==> config.mk <==
export PLATFORM = sky130hd
export DESIGN_NAME = sha1_hash_engine
export DESIGN_NICKNAME = d
export VERILOG_FILES = /design/src/sv/sha1_pkg.sv /design/src/sv/sha1_hash_engine.sv
export SDC_FILE = /design/constraint.sdc
export NUM_CORES = 2
export LEC_CHECK = 0
export BUFFER_PORTS_ARGS = -buffer_cell sky130_fd_sc_hd__buf_4
export CORE_ASPECT_RATIO = 2
export CORE_MARGIN = 5
export CORE_UTILIZATION = 64
export DETAILED_ROUTE_END_ITERATION = 8
export PLACE_DENSITY = 0.78
export SETUP_SLACK_MARGIN = 0.3
export SYNTH_ARGS = -nofsm -noshare
export SYNTH_HDL_FRONTEND = slang
export SYNTH_SLANG_ARGS = --single-unit
==> constraint.sdc <==
create_clock -name clk -period 48.9 [get_ports clk]
set_input_delay 12.225 -clock clk [delete_from_list [all_inputs] [get_ports clk]]
set_output_delay 12.225 -clock clk [all_outputs]
set_load 0.05 [all_outputs]
==> src/sv/sha1_pkg.sv <==
`default_nettype none

package sha1_pkg;

  // One input word: absorb a message byte or finish the message.
  typedef struct packed {
    logic       kind;
    logic [7:0] data_byte;
  } sha1_in_t;

  // One result word: a single 32-bit digest word and its position.
  typedef struct packed {
    logic [31:0] digest_word;
    logic [2:0]  word_index;
    logic        last_word;
  } sha1_out_t;

  // Input kind codes.
  localparam logic KIND_ABSORB = 1'b0;
  localparam logic KIND_FINISH = 1'b1;

  // Number of digest words and the index of the last one.
  localparam int unsigned DIGEST_WORDS = 5;
  localparam logic [2:0]  LAST_INDEX   = 3'(DIGEST_WORDS - 1);

  // Rounds per block and the index of the last round.
  localparam int unsigned ROUNDS     = 80;
  localparam logic [6:0]  LAST_ROUND = 7'(ROUNDS - 1);

  // Standard initial chaining value, word 0 first.
  localparam logic [0:4][31:0] SHA1_IV = {
    32'h67452301, 32'hEFCDAB89, 32'h98BADCFE, 32'h10325476, 32'hC3D2E1F0
  };

  // Round constants for the four groups of twenty rounds.
  localparam logic [31:0] K0 = 32'h5A827999;
  localparam logic [31:0] K1 = 32'h6ED9EBA1;
  localparam logic [31:0] K2 = 32'h8F1BBCDC;
  localparam logic [31:0] K3 = 32'hCA62C1D6;

  // Padding marker byte.
  localparam logic [7:0] PAD_MARK = 8'h80;

endpackage

`default_nettype wire

==> src/sv/sha1_hash_engine.sv <==
`default_nettype none

// Channel  Direction  Handshake              Payload
// in_      input      in_valid / in_ready    sha1_in_t  (kind, data_byte)
// out_     output     out_valid / out_ready  sha1_out_t (digest_word, word_index, last_word)
//
// An absorb word shifts its byte into the block; the 64th byte of a block starts a compression
// (80 rounds through the single round adder, then one chaining add).
// A finish word feeds 9 to 72 padding bytes at one per cycle, pausing for each of
// one or two compressions, and then presents the five digest words in turn.
// in_ready is high only in the idle state; out_valid only while the digest is shown.
// Reset (rst_n low, synchronous) restores the initial chaining value and a zero bit count.
module sha1_hash_engine (
  input  wire logic                clk,
  input  wire logic                rst_n,
  input  wire logic                in_valid,
  output logic                     in_ready,
  input  wire sha1_pkg::sha1_in_t  in_data,
  output logic                     out_valid,
  input  wire logic                out_ready,
  output sha1_pkg::sha1_out_t      out_data
);
  import sha1_pkg::*;

  localparam logic [2:0] ST_IDLE  = 3'd0;
  localparam logic [2:0] ST_PAD   = 3'd1;
  localparam logic [2:0] ST_ROUND = 3'd2;
  localparam logic [2:0] ST_ADD   = 3'd3;
  localparam logic [2:0] ST_OUT   = 3'd4;

  logic [2:0]   state_r;
  logic [6:0]   round_r;
  logic [2:0]   out_idx_r;
  logic         pad_first_r;
  logic         pad_late_r;
  logic         finishing_r;
  logic         done_r;
  logic [63:0]  bit_count_r;
  logic [31:0]  chain_r [DIGEST_WORDS];
  logic [511:0] blk_r;
  logic [63:0]  length_r;
  logic [31:0]  a_r, b_r, c_r, d_r, e_r;

  logic         in_acc;
  logic         out_acc;
  logic         absorb_en;
  logic         block_full;
  logic         len_phase;
  logic [2:0]   len_idx;
  logic [7:0]   pad_byte;
  logic [7:0]   feed_byte;
  logic         load_vars;
  logic [31:0]  w_cur;
  logic [31:0]  w_mix;
  logic [31:0]  w_new;
  logic [31:0]  f_val;
  logic [31:0]  k_val;
  logic [31:0]  t_sum;

  assign in_ready  = (state_r == ST_IDLE);
  assign out_valid = (state_r == ST_OUT);
  assign in_acc    = in_valid && in_ready;
  assign out_acc   = out_valid && out_ready;

  // Byte feed: either the incoming message byte or a generated padding byte.
  // A marker that lands in the last eight bytes of a block pushes the length
  // into the next block, so the rest of that block is zero.
  assign len_phase = !pad_first_r && !pad_late_r && (bit_count_r[8:6] == 3'b111);
  assign len_idx   = ~bit_count_r[5:3];
  always_comb begin
    priority if (pad_first_r) begin
      pad_byte = PAD_MARK;
    end else if (len_phase) begin
      pad_byte = length_r[{len_idx, 3'b000} +: 8];
    end else begin
      pad_byte = 8'h00;
    end
  end

  assign absorb_en  = (in_acc && (in_data.kind == KIND_ABSORB)) || (state_r == ST_PAD);
  assign feed_byte  = (state_r == ST_PAD) ? pad_byte : in_data.data_byte;
  assign block_full = (bit_count_r[8:3] == 6'd63);
  assign load_vars  = absorb_en && block_full;

  // Message schedule taps on the 16-word window, oldest word at the top.
  assign w_cur = blk_r[511:480];
  assign w_mix = blk_r[511:480] ^ blk_r[447:416] ^ blk_r[255:224] ^ blk_r[95:64];
  assign w_new = {w_mix[30:0], w_mix[31]};

  // Round function and constant by round group.
  always_comb begin
    priority if (round_r < 7'd20) begin
      f_val = (b_r & c_r) | (~b_r & d_r);
      k_val = K0;
    end else if (round_r < 7'd40) begin
      f_val = b_r ^ c_r ^ d_r;
      k_val = K1;
    end else if (round_r < 7'd60) begin
      f_val = (b_r & c_r) | (b_r & d_r) | (c_r & d_r);
      k_val = K2;
    end else begin
      f_val = b_r ^ c_r ^ d_r;
      k_val = K3;
    end
  end

  // The shared round adder.
  assign t_sum = {a_r[26:0], a_r[31:27]} + f_val + e_r + k_val + w_cur;

  // Sequencer and chaining state.
  always_ff @(posedge clk) begin
    if (!rst_n) begin
      state_r     <= ST_IDLE;
      round_r     <= '0;
      out_idx_r   <= '0;
      pad_first_r <= 1'b0;
      pad_late_r  <= 1'b0;
      finishing_r <= 1'b0;
      done_r      <= 1'b0;
      bit_count_r <= '0;
      for (int i = 0; i < DIGEST_WORDS; i++) begin
        chain_r[i] <= SHA1_IV[i];
      end
    end else begin
      if (absorb_en) begin
        bit_count_r <= bit_count_r + 64'd8;
      end
      unique case (state_r)
        ST_IDLE: begin
          if (in_acc) begin
            if (in_data.kind == KIND_FINISH) begin
              pad_first_r <= 1'b1;
              pad_late_r  <= (bit_count_r[8:6] == 3'b111);
              finishing_r <= 1'b1;
              done_r      <= 1'b0;
              state_r     <= ST_PAD;
            end else if (block_full) begin
              finishing_r <= 1'b0;
              round_r     <= '0;
              state_r     <= ST_ROUND;
            end
          end
        end
        ST_PAD: begin
          pad_first_r <= 1'b0;
          if (block_full) begin
            pad_late_r <= 1'b0;
            done_r     <= len_phase;
            round_r    <= '0;
            state_r    <= ST_ROUND;
          end
        end
        ST_ROUND: begin
          round_r <= round_r + 7'd1;
          if (round_r == LAST_ROUND) begin
            state_r <= ST_ADD;
          end
        end
        ST_ADD: begin
          chain_r[0] <= chain_r[0] + a_r;
          chain_r[1] <= chain_r[1] + b_r;
          chain_r[2] <= chain_r[2] + c_r;
          chain_r[3] <= chain_r[3] + d_r;
          chain_r[4] <= chain_r[4] + e_r;
          out_idx_r  <= '0;
          priority if (done_r) begin
            state_r <= ST_OUT;
          end else if (finishing_r) begin
            state_r <= ST_PAD;
          end else begin
            state_r <= ST_IDLE;
          end
        end
        ST_OUT: begin
          if (out_acc) begin
            if (out_idx_r == LAST_INDEX) begin
              for (int i = 0; i < DIGEST_WORDS; i++) begin
                chain_r[i] <= SHA1_IV[i];
              end
              bit_count_r <= '0;
              finishing_r <= 1'b0;
              done_r      <= 1'b0;
              state_r     <= ST_IDLE;
            end else begin
              out_idx_r <= out_idx_r + 3'd1;
            end
          end
        end
        default: begin
          state_r <= ST_IDLE;
        end
      endcase
    end
  end

  // Block window, working variables and captured length.
  always_ff @(posedge clk) begin
    if (in_acc && (in_data.kind == KIND_FINISH)) begin
      length_r <= bit_count_r;
    end
    if (absorb_en) begin
      blk_r <= {blk_r[503:0], feed_byte};
    end else if (state_r == ST_ROUND) begin
      blk_r <= {blk_r[479:0], w_new};
    end
    if (load_vars) begin
      a_r <= chain_r[0];
      b_r <= chain_r[1];
      c_r <= chain_r[2];
      d_r <= chain_r[3];
      e_r <= chain_r[4];
    end else if (state_r == ST_ROUND) begin
      a_r <= t_sum;
      b_r <= a_r;
      c_r <= {b_r[1:0], b_r[31:2]};
      d_r <= c_r;
      e_r <= d_r;
    end
  end

  // Digest words come straight from the chaining registers.
  assign out_data.digest_word = chain_r[out_idx_r];
  assign out_data.word_index  = out_idx_r;
  assign out_data.last_word   = (out_idx_r == LAST_INDEX);

`ifndef SYNTH
  a_round_range: assert property (@(posedge clk) disable iff (!rst_n)
    (state_r == ST_ROUND) |-> (round_r <= LAST_ROUND))
    else $error("round counter ran past the last round");

  a_no_overlap: assert property (@(posedge clk) disable iff (!rst_n)
    !(in_ready && out_valid))
    else $error("input accepted while digest is shown");

  a_restart: assert property (@(posedge clk) disable iff (!rst_n)
    (out_acc && out_data.last_word) |=> (bit_count_r == 64'd0 && chain_r[0] == SHA1_IV[0]))
    else $error("engine did not restart after the last digest word");

  a_add_after_rounds: assert property (@(posedge clk) disable iff (!rst_n)
    (state_r == ST_ROUND && round_r == LAST_ROUND) |=> (state_r == ST_ADD))
    else $error("chaining add did not follow the last round");

  a_out_index: assert property (@(posedge clk) disable iff (!rst_n)
    out_valid |-> (out_idx_r <= LAST_INDEX))
    else $error("digest word index out of range");
`endif

endmodule

`default_nettype wire

==> run metrics <==
die height 423.4 um; Yosys reg bits 974; ratio of cells with drive above 1 in the final layout 6.319%; row cnt 151; RSZ-0062 raised after global routing false; Netlist Area Pre-Place 54670 um2; period utilization 34.50%; CP Class in2reg; distinct cell type count after synthesis 76; # DRC 0; Clock transition at path regs 70 ps; largest net degree at the start of global routing 240; Tot GR Track Use 31.40%; gpl congestion 0.9770; Synth Instances 5484; Initial DRC Count 3975; IO Port Bufs 50; drt pass-1 iters 7; fillers 6299; CP Cell Sequence buf_4, and2b_1, o21ai_4, buf_4, buf_4, buf_4, buf_4, buf_4, a21oi_1; WHS Endpoint length_r[63]; pre-CTS setup slack 31420 ps; Final Hold Viols 0; Top-Level Pins 51; post-route ant nets 0; DR vias/cell 6.055; Critical R2R Capture a_r[29]; CP endpoint kind flop; CTS Sinks 974; Max Fclk 59.28 MHz; Max Transition Viols Final 0; family with the most delay on the worst path buffers and inverters; Power Density 34.17 nW/um2; worst reg2reg path depth 23; most frequent cell after synthesis nand2_1; Die W 216.7 um; Multi-input gate area 24540 um2; Vias 39830; Final Cell Area 58690 um2; Skew-Pair Late Insertion Delay 700 ps; half-perimeter wire length after placement 104100 um; hold slack 454.5 ps; final setup fails 0; most common library cells after synthesis 1965 x nand2_1, 893 x edfxtp_1, 303 x nor2_1, 240 x inv_1, 213 x a21oi_1; Data required, critical path 49290 ps; Syn Area/Cell 9.970 um2; Worst setup SP type input port; Clock Skew 26.94 ps; crit path buf inv count 6; H-tree Lvls 3; RR Startpoint round_r[4]; Area growth, synth to finish 7.339%; final wirelength 144800 um; Clock Tree Buf Depth 3; Initial Util 64.45%; register area share after synthesis 52.01%; slowest CP cell buf_4; CTS Buf Count 85; Net Count, Synth 5819; total power 0.002005 W; VDD IR max 0.03362 mV; HP Start bit_count_r[63]; EDFF count, synth 893; final critical-path required period 16870 ps; CORE AREA 84830 um2; clk root buf clkbuf_16; Hold WC Path Type reg2reg; initial antenna violation count 0; top_reg_cell synth edfxtp_1; FF/Latch Area 28440 um2; cts-stage hold buffer count 0; Critical Path AT 17260 ps; post-CTS setup buffers 0; status finished clean; Worst Hold Path Cells 0; Worst R2R Setup Slack 41350 ps; Yosys top cell area share 49.05%; nets 5773; setup TNS 0 ps; first-pass GRT wire length 224200 um; most area-consuming cells after synthesis edfxtp_1 49%, nand2_1 13%, fa_1 4.6%; vias in the first global route 40390; slowest stage delay, CP 990 ps; Max-slew headroom 14.25%; MaxCap Viol Count 0; Die Footprint 91730 um2; cell taking the most area after synthesis edfxtp_1; grt ovf 0; cell mode on critical path buf_4; Crit. Startpoint in_valid; crit path max fanout 117; CTS tree done; Slew @ Worst Pin 1286 ps; DR WL/cell 22.01 um; Ys Warns 0; leakage power 23.89 nW; DP Area 55960 um2; post-CTS resize count 0; share of flip-flops with an asynchronous set or reset 0%; post-route setup slack 32030 ps
==> flip-flops by register name, indices dropped and copies added, names as in the netlist, named ones only <==
signal       cells
a_r             32
b_r             32
bit_count_r     61
blk_r          512
c_r             32
chain_r        160
d_r             32
done_r           1
e_r             32
finishing_r      1
length_r        61
out_idx_r        3
pad_first_r      1
pad_late_r       1
round_r          7
state_r          3
==> layer usage <==
metal | share of wire [%] | track usage (%) | wire (um)
met5 | 0 | 0 | 0
met2 | 52 | 55.77 | 74770
met4 | 9.7 | 24.68 | 14060
met1 | 33 | 33.58 | 48190
met3 | 5.4 | 3.725 | 7750
==> power breakdown <==
group          switching, W  total, W  internal, W
sequential        0.0000407   0.00103     0.000987
combinational      0.000182  0.000291     0.000109
clock              0.000326  0.000686     0.000360
total              0.000549   0.00201      0.00146
==> through the flow <==
stage                     std cells  utilization [%]
final                          6579            69.18
after global routing           6578            69.18
after CTS                      6578            69.18
after detailed placement       6422            65.97
after global placement         6422            65.97
after floorplan                5484                -
==> area by class of cell <==
type / count / share of cell area (%)
Inverter: 240 / 1.535
Clock buffer: 101 / 3.780
Antenna cell: 1 / 0.004264
Multi-Input combinational cell: 4042 / 41.81
Tap cell: 1071 / 2.283
Sequential cell: 974 / 48.46
Timing Repair Buffer: 95 / 1.258
Clock inverter: 55 / 0.8634
==> kinds of logic (layout without fill, tap and decap cells) <==
logic type	Yosys count	after routing	synth area share, %
simple gates	2562	2562	18.90
flops	974	974	52.01
compound gates	723	723	8.396
buf+inv	468	491	3.238
fa+ha+maj	322	322	9.085
xor+xnor	316	316	5.062
mux	119	119	3.311
other cells	0	1	0
==> cell usage in the layout (no fill, tap or decap), drive strengths merged, types with 17 or more instances in the layout <==
cell type,instances
mux2i,29
nand2b,27
nor2b,44
clkinv,36
mux2,45
nor3,33
nand4,27
o21a,27
o21ai,174
a21o,99
o21bai,23
a21oi,213
nor2,304
xnor2,199
nand3,52
inv,243
clkbuf,101
buf,95
nand2,1965
and2,17
and3,35
a211oi,27
ha,197
xor2,117
edfxtp,893
fa,125
or3,21
dfxtp,81
mux4,45
==> how the worst max path moves through the flow <==
stage / to / slack [ps] / cells past startpoint
2_1_floorplan: blk_r[0] / 10380 / 2
3_3_place_gp: blk_r[501] / 31480 / 9
3_5_place_dp: blk_r[21] / 31420 / 9
4_1_cts: blk_r[21] / 32170 / 9
5_1_grt: blk_r[21] / 31620 / 9
6_report: blk_r[21] / 32030 / 9
(Power assumes the default switching activity.)
